===== config.mk =====
export PLATFORM = sky130hd
export DESIGN_NAME = scancode_to_key_matrix_driver
export DESIGN_NICKNAME = d
export VERILOG_FILES = /design/src/hdl/sckm_pkg.sv /design/src/hdl/scancode_to_key_matrix_driver.sv
export SDC_FILE = /design/constraint.sdc
export NUM_CORES = 1
export LEC_CHECK = 0
export BUFFER_PORTS_ARGS = -buffer_cell sky130_fd_sc_hd__buf_4
export CORE_UTILIZATION = 35
export DETAILED_ROUTE_END_ITERATION = 6
export HOLD_SLACK_MARGIN = 0.03
export MAX_ROUTING_LAYER = met4
export PLACE_DENSITY_LB_ADDON = 0.15
export SLEW_MARGIN = 0
export SYNTH_ARGS = -nofsm -noshare
export SYNTH_HDL_FRONTEND = slang
export SYNTH_SLANG_ARGS = --single-unit

===== constraint.sdc =====
create_clock -name clk -period 6.6 [get_ports clk]
set_input_delay 1.98 -clock clk [delete_from_list [all_inputs] [get_ports clk]]
set_output_delay 1.98 -clock clk [all_outputs]
set_load 0.005 [all_outputs]

===== src/hdl/sckm_pkg.sv =====
`timescale 1ns / 1ps
// ---------------------------------------------------------------------------
// sckm_pkg
// Types, constants and key lookup tables for the scan code to key matrix
// driver.
// ---------------------------------------------------------------------------
package sckm_pkg;

  localparam int ActionWidth = 2;
  localparam int CodeWidth   = 8;
  localparam int FlagWidth   = 4;
  localparam int WordWidth   = 8;
  localparam int InDataWidth  = 16;
  localparam int OutDataWidth = 32;
  localparam int ApbAddrWidth = 3;
  localparam int ApbDataWidth = 32;

  localparam logic [WordWidth-1:0] HoldTicksReset = 8'd5;
  localparam logic [WordWidth-1:0] WordIdle  = 8'hFF;
  localparam logic [WordWidth-1:0] NoChar    = 8'hFF;

  // fixed words for break and caps lock
  localparam logic [WordWidth-1:0] BreakHigh = 8'hFB;
  localparam logic [WordWidth-1:0] BreakLow  = 8'h7F;
  localparam logic [WordWidth-1:0] BreakChar = 8'h5E;
  localparam logic [WordWidth-1:0] CapsHigh  = 8'h7E;
  localparam logic [WordWidth-1:0] CapsLow   = 8'h7E;
  localparam logic [WordWidth-1:0] CapsChar  = 8'h40;

  // modifier masks
  localparam logic [WordWidth-1:0] ModBit7Mask = 8'h7F;
  localparam logic [WordWidth-1:0] CtrlMask    = 8'hEF;
  localparam logic [WordWidth-1:0] AltMask     = 8'hF7;

  localparam int FlagShift = 0;
  localparam int FlagCtrl  = 1;
  localparam int FlagAlt   = 2;
  localparam int FlagExt   = 3;

  localparam logic REG_HOLD_TICKS = 1'b0;

  typedef enum logic [ActionWidth-1:0] {
    ACT_KEY   = 2'd0,
    ACT_BREAK = 2'd1,
    ACT_CAPS  = 2'd2,
    ACT_TICK  = 2'd3
  } action_t;

  typedef struct packed {
    logic                 hit;
    logic [WordWidth-1:0] hi;
    logic [WordWidth-1:0] lo;
    logic [WordWidth-1:0] ch;
  } key_entry_t;

  function automatic key_entry_t mk(input logic [7:0] hi, input logic [7:0] lo,
                                    input logic [7:0] ch);
    key_entry_t e;
    e.hit = 1'b1;
    e.hi  = hi;
    e.lo  = lo;
    e.ch  = ch;
    return e;
  endfunction

  function automatic key_entry_t ext_lookup(input logic [CodeWidth-1:0] code);
    key_entry_t e;
    e = '0;
    case (code)
      8'h11: e = mk(8'hF7, 8'h7F, 8'h11);
      8'h14: e = mk(8'hEF, 8'h7F, 8'h14);
      8'h4A: e = mk(8'h7F, 8'hBF, 8'h4A);
      8'h6B: e = mk(8'hDF, 8'hEF, 8'h6B);
      8'h72: e = mk(8'hEF, 8'hEF, 8'h72);
      8'h74: e = mk(8'hBF, 8'hEF, 8'h74);
      8'h75: e = mk(8'hF7, 8'hEF, 8'h75);
      default: e = '0;
    endcase
    return e;
  endfunction

  function automatic key_entry_t shift_lookup(input logic [CodeWidth-1:0] code);
    key_entry_t e;
    e = '0;
    case (code)
      8'h16: e = mk(8'h7D, 8'h5F, "!");
      8'h25: e = mk(8'h6F, 8'h5F, "$");
      8'h26: e = mk(8'h77, 8'h5F, "#");
      8'h41: e = mk(8'hEF, 8'hBF, "<");
      8'h45: e = mk(8'hFD, 8'hBF, ")");
      8'h46: e = mk(8'hFE, 8'hBF, "(");
      8'h49: e = mk(8'hBF, 8'hBF, ">");
      8'h52: e = mk(8'h7B, 8'h5F, 8'h22);
      8'h55: e = mk(8'hF7, 8'hBF, "+");
      8'h1E: e = mk(8'hFE, 8'hFE, "@");
      8'h2E: e = mk(8'h5F, 8'h5F, "%");
      8'h3D: e = mk(8'h3F, 8'h5F, "&");
      8'h3E: e = mk(8'h7B, 8'h3F, "*");
      8'h4A: e = mk(8'h7F, 8'hBF, 8'h3F);
      8'h4C: e = mk(8'hFB, 8'hBF, ":");
      default: e = '0;
    endcase
    return e;
  endfunction

  function automatic key_entry_t base_lookup(input logic [CodeWidth-1:0] code);
    key_entry_t e;
    e = '0;
    case (code)
      8'h11: e = mk(8'hF7, 8'h7F, "0");
      8'h12: e = mk(8'h7F, 8'h7F, "0");
      8'h14: e = mk(8'hEF, 8'h7F, "0");
      8'h15: e = mk(8'hFD, 8'hF7, "Q");
      8'h16: e = mk(8'hFD, 8'hDF, "1");
      8'h21: e = mk(8'hF7, 8'hFE, "C");
      8'h22: e = mk(8'hFE, 8'hEF, "X");
      8'h23: e = mk(8'hEF, 8'hFE, "D");
      8'h24: e = mk(8'hDF, 8'hFE, "E");
      8'h25: e = mk(8'hEF, 8'hDF, "4");
      8'h26: e = mk(8'hF7, 8'hDF, "3");
      8'h29: e = mk(8'h7F, 8'hEF, " ");
      8'h31: e = mk(8'hBF, 8'hFD, "N");
      8'h33: e = mk(8'hFE, 8'hFD, "H");
      8'h34: e = mk(8'h7F, 8'hFE, "G");
      8'h35: e = mk(8'hFD, 8'hEF, "Y");
      8'h36: e = mk(8'hBF, 8'hDF, "6");
      8'h41: e = mk(8'hEF, 8'hBF, ",");
      8'h42: e = mk(8'hF7, 8'hFD, "K");
      8'h43: e = mk(8'hFD, 8'hFD, "I");
      8'h44: e = mk(8'h7F, 8'hFD, "O");
      8'h45: e = mk(8'hFE, 8'hDF, "0");
      8'h46: e = mk(8'hFD, 8'hBF, "9");
      8'h49: e = mk(8'hBF, 8'hBF, ".");
      8'h52: e = mk(8'h7F, 8'h5F, 8'h27);
      8'h55: e = mk(8'hDF, 8'hBF, "=");
      8'h58: e = mk(8'h7E, 8'h7E, "0");
      8'h59: e = mk(8'h7F, 8'h7F, "0");
      8'h69: e = mk(8'hFD, 8'hDF, "1");
      8'h70: e = mk(8'hFE, 8'hDF, "0");
      8'h71: e = mk(8'hBF, 8'hBF, ".");
      8'h72: e = mk(8'hFB, 8'hDF, "2");
      8'h73: e = mk(8'hDF, 8'hDF, "5");
      8'h74: e = mk(8'hBF, 8'hDF, "6");
      8'h75: e = mk(8'hFE, 8'hBF, "8");
      8'h76: e = mk(8'hFD, 8'h7F, "0");
      8'h79: e = mk(8'hF7, 8'hBF, "+");
      8'h05: e = mk(8'hDF, 8'h7F, "0");
      8'h06: e = mk(8'hBF, 8'h7F, "0");
      8'h1A: e = mk(8'hFB, 8'hEF, "Z");
      8'h1B: e = mk(8'hF7, 8'hF7, "S");
      8'h1C: e = mk(8'hFD, 8'hFE, "A");
      8'h1D: e = mk(8'h7F, 8'hF7, "W");
      8'h1E: e = mk(8'hFB, 8'hDF, "2");
      8'h2A: e = mk(8'hBF, 8'hF7, "V");
      8'h2B: e = mk(8'hBF, 8'hFE, "F");
      8'h2C: e = mk(8'hEF, 8'hF7, "T");
      8'h2D: e = mk(8'hFB, 8'hF7, "R");
      8'h2E: e = mk(8'hDF, 8'hDF, "5");
      8'h32: e = mk(8'hFB, 8'hFE, "B");
      8'h3A: e = mk(8'hDF, 8'hFD, "M");
      8'h3B: e = mk(8'hFB, 8'hFD, "J");
      8'h3C: e = mk(8'hDF, 8'hF7, "U");
      8'h3D: e = mk(8'h7F, 8'hDF, "7");
      8'h3E: e = mk(8'hFE, 8'hBF, "8");
      8'h4A: e = mk(8'h7F, 8'hBF, "/");
      8'h4B: e = mk(8'hEF, 8'hFD, "L");
      8'h4C: e = mk(8'hF7, 8'hBF, ";");
      8'h4D: e = mk(8'hFE, 8'hF7, "P");
      8'h4E: e = mk(8'hDF, 8'hBF, "-");
      8'h5A: e = mk(8'hFE, 8'h7F, 8'h0A);
      8'h6B: e = mk(8'hEF, 8'hDF, "4");
      8'h6C: e = mk(8'h7F, 8'hDF, "7");
      8'h7A: e = mk(8'hF7, 8'hDF, "3");
      8'h7B: e = mk(8'hDF, 8'hBF, "-");
      8'h7C: e = mk(8'h7B, 8'h3F, "*");
      8'h7D: e = mk(8'hFD, 8'hBF, "9");
      default: e = '0;
    endcase
    return e;
  endfunction

endpackage


===== src/hdl/scancode_to_key_matrix_driver.sv =====
`timescale 1ns / 1ps
// ---------------------------------------------------------------------------
// scancode_to_key_matrix_driver
// Turns keyboard events into active-low matrix latch words and times how
// long they stay driven onto the matrix.
// ---------------------------------------------------------------------------
// the result of each input transaction is registered in the output register
// throughput: one item per cycle; a new item enters whenever the output
//   register is empty or being emptied in the same cycle
// reset: latch words go to 0xFF, drive off, hold count 0, hold_ticks 5,
//   no result pending
module scancode_to_key_matrix_driver (
  input  logic                                  clk,
  input  logic                                  rst,
  // input stream
  input  logic                                  s_tvalid,
  output logic                                  s_tready,
  input  logic [sckm_pkg::InDataWidth-1:0]      s_tdata,  // scan_code, modifier_flags
  input  logic [sckm_pkg::ActionWidth-1:0]      s_tuser,  // action
  // result stream
  output logic                                  m_tvalid,
  input  logic                                  m_tready,
  // latch_high, latch_low, matrix_on, key_char, key_found
  output logic [sckm_pkg::OutDataWidth-1:0]     m_tdata,
  // configuration
  input  logic                                  psel,
  input  logic                                  penable,
  input  logic                                  pwrite,
  input  logic [sckm_pkg::ApbAddrWidth-1:0]     paddr,
  input  logic [sckm_pkg::ApbDataWidth-1:0]     pwdata,
  output logic [sckm_pkg::ApbDataWidth-1:0]     prdata,
  output logic                                  pready
);
  import sckm_pkg::*;

  logic [WordWidth-1:0] hold_ticks;
  logic [WordWidth-1:0] high_word, high_word_next;
  logic [WordWidth-1:0] low_word, low_word_next;
  logic                 drive_active, drive_active_next;
  logic [WordWidth-1:0] hold_count, hold_count_next;
  logic [WordWidth-1:0] key_char_next;
  logic                 key_found_next;

  logic [OutDataWidth-1:0] result;

  action_t              action;
  logic [CodeWidth-1:0] scan_code;
  logic [FlagWidth-1:0] modifier_flags;
  key_entry_t           ext_e, shift_e, base_e, sel_e;
  logic [WordWidth-1:0] key_hi, key_lo;
  logic                 in_xfer;

  assign action         = action_t'(s_tuser);
  assign scan_code      = s_tdata[CodeWidth-1:0];
  assign modifier_flags = s_tdata[CodeWidth +: FlagWidth];

  assign s_tready = !m_tvalid || m_tready;
  assign in_xfer  = s_tvalid && s_tready;

  // configuration port
  assign pready = 1'b1;
  assign prdata = {{(ApbDataWidth-WordWidth){1'b0}}, hold_ticks};

  always_ff @(posedge clk) begin
    if (rst) begin
      hold_ticks <= HoldTicksReset;
    end else if (psel && penable && pwrite && pready
                 && paddr[ApbAddrWidth-1] == REG_HOLD_TICKS) begin
      hold_ticks <= pwdata[WordWidth-1:0];
    end
  end

  // three-level lookup
  always_comb begin
    ext_e   = ext_lookup(scan_code);
    shift_e = shift_lookup(scan_code);
    base_e  = base_lookup(scan_code);
    if (modifier_flags[FlagExt] && ext_e.hit) begin
      sel_e = ext_e;
    end else if (!modifier_flags[FlagExt] && modifier_flags[FlagShift] && shift_e.hit) begin
      sel_e = shift_e;
    end else begin
      sel_e = base_e;
    end
    key_hi = sel_e.hi;
    key_lo = sel_e.lo;
    if (modifier_flags[FlagShift]) begin
      key_hi = key_hi & ModBit7Mask;
      key_lo = key_lo & ModBit7Mask;
    end
    if (modifier_flags[FlagCtrl]) begin
      key_hi = key_hi & CtrlMask;
      key_lo = key_lo & ModBit7Mask;
    end
    if (modifier_flags[FlagAlt]) begin
      key_hi = key_hi & AltMask;
      key_lo = key_lo & ModBit7Mask;
    end
  end

  always_comb begin
    high_word_next    = high_word;
    low_word_next     = low_word;
    drive_active_next = drive_active;
    hold_count_next   = hold_count;
    key_char_next     = NoChar;
    key_found_next    = 1'b0;
    unique case (action)
      ACT_KEY: begin
        if (sel_e.hit) begin
          high_word_next    = key_hi;
          low_word_next     = key_lo;
          drive_active_next = 1'b1;
          hold_count_next   = hold_ticks;
          key_char_next     = sel_e.ch;
          key_found_next    = 1'b1;
        end
      end
      ACT_BREAK: begin
        high_word_next    = BreakHigh;
        low_word_next     = BreakLow;
        drive_active_next = 1'b1;
        hold_count_next   = hold_ticks;
        key_char_next     = BreakChar;
        key_found_next    = 1'b1;
      end
      ACT_CAPS: begin
        high_word_next    = CapsHigh;
        low_word_next     = CapsLow;
        drive_active_next = 1'b1;
        hold_count_next   = hold_ticks;
        key_char_next     = CapsChar;
        key_found_next    = 1'b1;
      end
      ACT_TICK: begin
        if (drive_active) begin
          // a count of zero or one ends the hold
          if (hold_count <= WordWidth'(1)) begin
            hold_count_next   = '0;
            drive_active_next = 1'b0;
          end else begin
            hold_count_next = hold_count - WordWidth'(1);
          end
        end
      end
      default: begin
        high_word_next = high_word;
      end
    endcase
  end

  always_ff @(posedge clk) begin
    if (rst) begin
      high_word    <= WordIdle;
      low_word     <= WordIdle;
      drive_active <= 1'b0;
      hold_count   <= '0;
    end else if (in_xfer) begin
      high_word    <= high_word_next;
      low_word     <= low_word_next;
      drive_active <= drive_active_next;
      hold_count   <= hold_count_next;
    end
  end

  // result register
  always_ff @(posedge clk) begin
    if (rst) begin
      m_tvalid <= 1'b0;
    end else if (s_tready) begin
      m_tvalid <= s_tvalid;
    end
  end

  always_ff @(posedge clk) begin
    if (in_xfer) begin
      result <= {6'b0, key_found_next, key_char_next, drive_active_next,
                 low_word_next, high_word_next};
    end
  end

  assign m_tdata = result;

  // a released drive always has an empty hold count
  a_idle_count: assert property (@(posedge clk) disable iff (rst)
    !drive_active |-> hold_count == '0)
    else $error("hold count nonzero while drive is off");

  // a latching item always leaves the matrix driven
  a_found_drives: assert property (@(posedge clk) disable iff (rst)
    m_tvalid && m_tdata[25] |-> m_tdata[16])
    else $error("key found but matrix not driven");

  // items that latch nothing report no character
  a_no_char: assert property (@(posedge clk) disable iff (rst)
    m_tvalid && !m_tdata[25] |-> m_tdata[24:17] == NoChar)
    else $error("character reported without a latch");

  // the latch state changes only on an input transaction
  a_state_hold: assert property (@(posedge clk) disable iff (rst)
    !in_xfer |=> $stable(high_word) && $stable(low_word) && $stable(hold_count))
    else $error("state changed without an input transaction");

endmodule

==> reports/metrics.cfg, run 1 <==
[finish]
n_antenna_cell=0
fillers=1932
final_layout_size_suffix_gt1_frac=0.157
final_nets=979
syn_to_final_growth_pct=12.9
multiInputGateArea_um2=4510
regArea_um2=1460

[global_route]
grt_pass1_vias=6709
grtUsageTotal=0.282
antenna_found_initial=0
grt_pass1_wl_um=40700
grt-ovfl-total=0
grt_max_degree=77

[logic_synthesis]
synth_cell_types=93
ys_seq_area_frac=0.223
ys_ff_latch=60
synth_enable_flop_cells=26
avgSynthCellArea_um2=7.45
synth_flop_cell=dfxtp_1
synth_area_um2=6560
yosys_warnings=0
async_reset_ff_frac=0
syn_inst=880

[detailed_routing]
ant_nets=0
dr.pass1.iters=7
routed_wl_um=26300
drcViolationCount=3
num_vias=7315
drt-initial-drc-count=1225
avgRoutedWirePerCell_um=23.2
viasPerCell=6.44

[status]
status=finished, violations left
violations=DRC

[job]
drv_cap=0

[critical_path]
crit_family=compound AO/OA/AOI/OAI gates
cp.arrival_ns=5.91
critPathRequiredTime_ns=6.68
slowest_delay_ns=0.75
cpMaxStageDelayCell=o31ai_1
cp-start-kind=primary input
crit_buf_inv=2
crit_chain=buf_4 -> inv_1 -> ha_1 -> nor2b_1 -> o31ai_1 -> a21oi_1 -> a22oi_1 -> a31oi_1 -> a41o_1 -> a22o_1
worstSetupPathType=primary input to flip-flop
worst-r2r-setup-slack_ns=4.48
critPathMaxFanout=21
endpoint_kind=flip-flop

[timing]
rsz0062_at_grt=false
hold_viol_final=0
worstMarginPinSlew_ns=0.882
slew_violations=0
clock.fmax_mhz=172
tns_ns=0
relSlewSlack=0.409
period_minus_slack_ns=5.83
fin_skew_ns=0.00546
setup_viol=0
fin_crit_sh=0.883

[place]
portBuffers=65
place.detailed.hpwl_um=18900
place.gp.congestion=0.993

[cts]
path_clk_slew_ns=0.05
htree_levels=3
cts_setup_buffers=0
cts_tree=yes
ctsLongestPathBuffers=2
insertion_delay_ns=0.34
cts_buffers=9
cts_num_sinks=60
cts_resized=0
root_buffer=clkbuf_16
hold_buffers=0

[pwr]
p_total_uw=1410
p_clk_frac=0.385
powerDensity_nw_per_um2=191
ir_drop_mv=0.126
combinationalPowerShare=0.305
seq_power_share=0.311
p_int_uw=946
p_leak_uw=0.00276
swShare=0.329
power_switching_uw=464

[min_path]
hold_class=flip-flop to flip-flop

[floorplanning]
start_util=0.361
core_area_um2=18100
die_x_um=139
io_pins=127
placementRows=49
die-area_um2=19300
die_h_um=139

-- through the flow --
stage                      util  area, um^2  setup WS (ns)  hold slack [ns]  instances
final                     0.408        7400          0.772            0.466       1135
after global placement    0.389        7050          0.692            0.447       1119
after floorplan               -        6660           1.81            0.432        909
after CTS                 0.408        7400           1.14            0.470       1135
after detailed placement  0.389        7050          0.783            0.457       1119
after global routing      0.408        7400          0.570            0.495       1135
-- synthesized netlist by cell type (10+ instances only) --
library cell  instances  area, um^2
buf_4                34         255
edfxtp_1             26         781
and2_1               10        62.6
ha_1                 18         225
nand2b_1             17         106
o211ai_1             26         195
nor2_1               57         214
nand2_1              82         308
o22ai_1              15        93.8
o311ai_0             10        87.6
nor3_1               34         170
clkbuf_1             41         154
a31oi_1              16         100
a211oi_1             17         128
nand3_1              20         100
a21oi_1              73         365
o21ai_0              69         345
inv_1                26        97.6
dfxtp_1              34         681
buf_2                26         130
nor2b_1              19         119
-- layout by cell type (no fill, tap or decap), types with 4 or more instances in the layout --
cell        n
nand2_1    82
a211o_1     9
nor4_1      6
edfxtp_1   26
nand3_1    20
o211ai_1   26
ha_1       18
or3_1       8
o2111ai_1   6
and2_1     10
nand2b_1   17
nor2b_1    19
nor3_1     34
a21oi_1    73
a22oi_1     5
o221ai_1    8
dfxtp_1    34
o21ai_0    69
buf_4      91
a221oi_1    4
a211oi_1   17
nand4_1     8
nand3b_1    8
o32ai_1     7
inv_1      26
clkbuf_16   9
a21o_1      4
mux2i_1     8
nor2_1     57
a32oi_1     7
o22ai_1    15
a31oi_1    16
conb_1     31
o31ai_1     8
o311ai_0   10
or2_2       5
a2bb2oi_1   4
-- state kept, by name (all words and copies together), names as in the netlist --
register	count
hold_count	8
m_tdata	26
high_word	8
low_word	8
m_tvalid	1
drive_active	1
hold_ticks	8
-- power by group through the flow --
stage	Sequential, uW	Clock (uW)	Combinational, uW
4_1_cts	438	554	416
6_report	438	542	429
3_3_place_gp	445	0	422
2_1_floorplan	446	0	281
5_1_grt	442	569	461
3_5_place_dp	446	0	414
-- area by class of cell --
class / instances / share of cell area
clock inverters: 7 / 0.0166
multi-input cells: 710 / 0.610
flip-flops and latches: 60 / 0.197
inverters: 29 / 0.0147
well taps: 229 / 0.0387
clock buffers: 9 / 0.0304
repair buffers: 91 / 0.0923
-- worst min-delay path, delay by kind of cell, from the launching register on --
family | cells | cell delay [ns]
AO/OA/AOI/OAI | 2 | 0.12
flip-flops | 1 | 0.32
-- layer usage --
metal / vias up / global-route usage / routed length (um)
met5: - / - / 0
li1: 3329 / - / -
met4: 0 / 0.123 / 1100
met3: 86 / 0.0597 / 2550
met1: 3417 / 0.377 / 11300
met2: 483 / 0.406 / 11400
-- worst paths after layout --
check                      startpoint                        end  depth (start not counted)
max reg2reg     m_tvalid$_SDFFE_PP0N_  high_word[7]$_SDFFE_PP1P_                          7
max                        s_tdata[1]      m_tdata[14]$_DFFE_PP_                         10
min          low_word[7]$_SDFFE_PP1P_   low_word[7]$_SDFFE_PP1P_                          2
min reg2reg  low_word[7]$_SDFFE_PP1P_   low_word[7]$_SDFFE_PP1P_                          2
-- cell families (layout without fill, tap and decap cells) --
kind of cell / after synthesis / after routing / synth area share
AND/OR/NAND/NOR: 304 / 304 / 0.245
other: 2 / 31 / 0.00115
multiplexers: 12 / 12 / 0.0208
adder cells (fa/ha/maj): 18 / 18 / 0.0344
XOR/XNOR: 6 / 6 / 0.00802
flip-flops: 60 / 60 / 0.223
AO/OA/AOI/OAI: 339 / 339 / 0.362
buffers and inverters: 139 / 136 / 0.105
Power figures use the tool's default switching activity.
==> inputs of run 2 (changes only) <==
==> constraint.sdc (replaced) <==
create_clock -name clk -period 4.9 [get_ports clk]
set_input_delay 1.47 -clock clk [delete_from_list [all_inputs] [get_ports clk]]
set_output_delay 1.47 -clock clk [all_outputs]
set_load 0.005 [all_outputs]
==> run 2 against run 1 <==
Net effect:
- the run still ends with DRC left
- non-clock buffer count rose by 57
- critical path depth up 3
- total power increased by 38%
- sequential power rose by 35%
- via count up 6.0%
- first-iteration DRC count decreased by 18%
- clock power rose by 36%
- register-to-register slack got worse by 1.7 ns
- combinational power is 45% higher
- worst hold slack about the same
- sequential cell count did not move
- largest cell class unchanged
- largest power group unchanged
==> reports/metrics.cfg, run 2 (synthesized netlist as in run 1, its figures left out) <==
[floorplanning]
io_pins=127
start_util=0.361
die_x_um=139
die_h_um=139
placementRows=49
die-area_um2=19300
core_area_um2=18100

[finish]
final_common_cell=buf_4
final_nets=1036
fillers=1875
syn_to_final_growth_pct=19.5
final_layout_size_suffix_gt1_frac=0.207
largest_reg_flops=26
layout_common_cells=buf_4, nand2_1, a21oi_1

[global_route]
antenna_found_initial=2
grt_pass1_vias=7161
grt_max_degree=53
grtUsageTotal=0.293
met1_usage=0.373
grt-ovfl-total=0
grt_pass1_wl_um=42400
gr-usage-met3=0.0805
busiest_layer=met2
gr-usage-met2=0.421

[pwr]
swShare=0.330
p_int_uw=1310
p_clk_frac=0.378
ir_drop_mv=0.193
combinationalPowerShare=0.319
power_switching_uw=644
powerDensity_nw_per_um2=249
p_total_uw=1950
p_leak_uw=0.00304
seq_power_share=0.303

[cts]
ctsLongestPathBuffers=2
cts_tree=yes
cts_setup_buffers=0
cts_resized=0
hold_buffers=0
insertion_delay_ns=0.33
htree_levels=3
cts_buffers=9
root_buffer=clkbuf_16
cts_num_sinks=60
path_clk_slew_ns=0.06

[critical_path]
critPathRequiredTime_ns=5.00
cp-start-kind=primary input
rr_endpoint=low_word[0]$_SDFFE_PP1P_
endpoint_kind=flip-flop
cp.arrival_ns=4.49
worstRegToRegCells=6
critPathMaxFanout=15
worst-r2r-setup-slack_ns=2.80
worstSetupPathType=primary input to flip-flop
reg2reg_from=m_tvalid$_SDFFE_PP0N_

[timing]
worstMarginPinSlew_ns=0.845
fin_crit_sh=0.896
period_minus_slack_ns=4.39
clock.fmax_mhz=228
setup_viol=0
fin_skew_ns=0.00475
relSlewSlack=0.429
tns_ns=0
hold_viol_final=0
rsz0062_at_grt=false
slew_violations=0

[place]
place.detailed.hpwl_um=20500
portBuffers=65
place.gp.congestion=1.04

[detailed_routing]
num_vias=7755
drt-initial-drc-count=1006
routed_wl_um=27600
dr.pass1.iters=7
drcViolationCount=3
avgRoutedWirePerCell_um=23.1
ant_nets=0
viasPerCell=6.49

[job]
drv_cap=0

[min_path]
hold_path.startpoint=low_word[7]$_SDFFE_PP1P_
hold_depth=2
hold_class=flip-flop to flip-flop
holdPathEnd=low_word[7]$_SDFFE_PP1P_

[status]
status=finished, violations left
violations=DRC

run 2: cell count changes in the layout (fill, tap and decap cells not counted):
cell / before / now
buf_4: 91 / 148
diode_2: 0 / 2
run 2: layout make-up:
class	count	area [um^2]	area share
multi-input cells	710	4510	0.576
flip-flops and latches	60	1460	0.187
repair buffers	148	1110	0.142
well taps	229	287	0.0366
clock buffers	9	225	0.0287
clock inverters	7	123	0.0157
inverters	29	109	0.0139
diodes	2	5.00	0.000639
run 2: worst max path at each step:
stage | start | endpoint | cells after the start
2_1_floorplan | s_tdata[0] | m_tdata[4]$_DFFE_PP_ | 13
6_report | s_tdata[1] | m_tdata[8]$_DFFE_PP_ | 13
5_1_grt | s_tdata[0] | m_tdata[8]$_DFFE_PP_ | 12
4_1_cts | s_tdata[1] | m_tdata[8]$_DFFE_PP_ | 13
3_5_place_dp | s_tdata[1] | m_tdata[8]$_DFFE_PP_ | 13
3_3_place_gp | s_tdata[1] | m_tdata[8]$_DFFE_PP_ | 13
run 2: power groups by stage:
stage | Sequential, uW | Clock [uW] | Combinational [uW]
3_5_place_dp | 600 | 0 | 600
2_1_floorplan | 600 | 0 | 378
6_report | 590 | 738 | 622
3_3_place_gp | 600 | 0 | 607
5_1_grt | 594 | 779 | 664
4_1_cts | 590 | 748 | 602
run 2: metrics by stage:
step,cells,instance area [um^2],utilization,hold slack (ns),setup slack (ns)
2_1_floorplan,909,6660,-,0.432,0.623
4_1_cts,1192,7830,0.431,0.468,0.632
5_1_grt,1194,7830,0.432,0.502,0.380
6_report,1194,7830,0.432,0.466,0.511
3_5_place_dp,1176,7480,0.412,0.456,0.266
3_3_place_gp,1176,7480,0.412,0.447,0.302
run 2: routing by layer:
layer / up-vias / share of wire
met5: - / 0
li1: 3452 / -
met4: 0 / 0.053
met3: 115 / 0.11
met1: 3590 / 0.42
met2: 598 / 0.42
run 2: worst max-delay path: stages:
cell and delay (ns):
buf_4 0.18, inv_1 0.12, ha_1 0.40, buf_4 0.27
nand2b_1 0.09, nor2_1 0.08, o32a_2 0.22, o31ai_2 0.71
buf_4 0.25, a21oi_1 0.06, a21oi_1 0.23, o311ai_0 0.20
buf_4 0.19
==> inputs of run 3 (changes only) <==
--- a/config.mk
+++ b/config.mk
@@ -11,6 +11,7 @@
 export HOLD_SLACK_MARGIN = 0.03
 export MAX_ROUTING_LAYER = met4
 export PLACE_DENSITY_LB_ADDON = 0.15
+export RECOVER_POWER = 100
 export SLEW_MARGIN = 0
 export SYNTH_ARGS = -nofsm -noshare
 export SYNTH_HDL_FRONTEND = slang
==> run 3 against run 2 <==
Net effect:
- the run ends with DRC, capacitance limit left
- final area down 0.89%
- via count down 1.3%
- largest power group unchanged
- sequential cell count unchanged
- setup slack worse by 0.22 ns
- cell count unchanged
- clock power about the same
==> reports/metrics.cfg, run 3 (synthesized netlist as in run 1, its figures left out) <==
[status]
status=finished, violations left
violations=DRC, capacitance limit

[finish]
multiInputGateArea_um2=4480
final_nets=1036
largest_reg_flops=26
syn_to_final_growth_pct=18.4
regArea_um2=1460
layout_common_cells=buf_4, nand2_1, a21oi_1
final_common_cell=buf_4
design_area_um2=7760
finish.utilization=0.428
final_layout_size_suffix_gt1_frac=0.190
fillers=1893

[global_route]
grtUsageTotal=0.293
grt-ovfl-total=0
grt_pass1_vias=7161
grt_pass1_wl_um=42400
antenna_found_initial=2
grt_max_degree=53

[cts]
htree_levels=3
cts_tree=yes
cts_setup_buffers=0
path_clk_slew_ns=0.05
cts_num_sinks=60
hold_buffers=0
root_buffer=clkbuf_16
cts_resized=0
insertion_delay_ns=0.33
cts_buffers=9
ctsLongestPathBuffers=2

[floorplanning]
io_pins=127
start_util=0.361
die_x_um=139
placementRows=49
core_area_um2=18100
die-area_um2=19300
die_h_um=139

[timing]
period_minus_slack_ns=4.61
tns_ns=0
slew_violations=0
rsz0062_at_grt=false
whs_ns=0.466
hold_viol_final=0
worstMarginPinSlew_ns=1.50
fin_skew_ns=0.00562
relSlewSlack=0.000941
clock.fmax_mhz=217
fin_crit_sh=0.940
setup_viol=0

[critical_path]
critPathRequiredTime_ns=5.08
cp-start-kind=primary input
critPathMaxFanout=10
worstSetupPathType=primary input to flip-flop
endpoint_kind=flip-flop
cp.arrival_ns=4.79

[pwr]
p_leak_uw=0.00299
ir_drop_mv=0.194
powerDensity_nw_per_um2=249
p_total_uw=1940

[place]
place.detailed.hpwl_um=20500
portBuffers=65
dpl-instance-area_um2=7480
place.gp.congestion=1.04

[job]
drv_cap=1

[detailed_routing]
num_vias=7653
routed_wl_um=27400
avgRoutedWirePerCell_um=23.0
drt-initial-drc-count=911
drcViolationCount=3
ant_nets=0
dr.pass1.iters=7
viasPerCell=6.41

[min_path]
hold_class=flip-flop to flip-flop

==> run 3: worst max-delay path, stage by stage <==
cell      delay [ns]
buf_4           0.15
inv_1           0.07
buf_4           0.17
ha_1            0.31
buf_4           0.18
and3b_1         0.27
o21ai_2         0.09
a21oi_1         0.38
a22o_1          0.62
o31ai_1         0.24
or4_1           0.64
o211ai_2        0.17
==> run 3: area by class of cell <==
cell class | count | area share
Inverter | 29 | 0.0140
Timing Repair Buffer | 148 | 0.138
Multi-Input combinational cell | 710 | 0.577
Antenna cell | 2 | 0.000645
Clock inverter | 7 | 0.0158
Sequential cell | 60 | 0.188
Clock buffer | 9 | 0.0290
Tap cell | 229 | 0.0369
==> run 3: path summary, 6_finish.rpt <==
path         slack, ns                        to                     start  depth (start not counted)
max               0.29      m_tdata[3]$_DFFE_PP_                s_tdata[0]                         12
min               0.47  low_word[7]$_SDFFE_PP1P_  low_word[7]$_SDFFE_PP1P_                          2
max reg2reg       1.91  low_word[0]$_SDFFE_PP1P_     m_tvalid$_SDFFE_PP0N_                          6
min reg2reg       0.47  low_word[7]$_SDFFE_PP1P_  low_word[7]$_SDFFE_PP1P_                          2
==> run 3: per-stage QoR <==
| stage | setup WS, ns | std cells |
|---|---|---|
| final | 0.293 | 1194 |
| after global routing | 0.206 | 1194 |
| after CTS | 0.632 | 1192 |
| after detailed placement | 0.266 | 1176 |
| after global placement | 0.302 | 1176 |
| after floorplan | 0.623 | 909 |
==> run 3: metal layers <==
metal,part of all wire,vias to the layer above,GRT usage
met5,0,-,-
met4,0.053,0,0.151
met3,0.11,111,0.0805
met2,0.42,559,0.421
met1,0.41,3541,0.373
li1,-,3442,-
==> run 3: power breakdown <==
part	internal (uW)	total [uW]	switching [uW]
sequential	571	590	19.3
clock	499	737	238
combinational	228	610	382
total	1300	1940	640
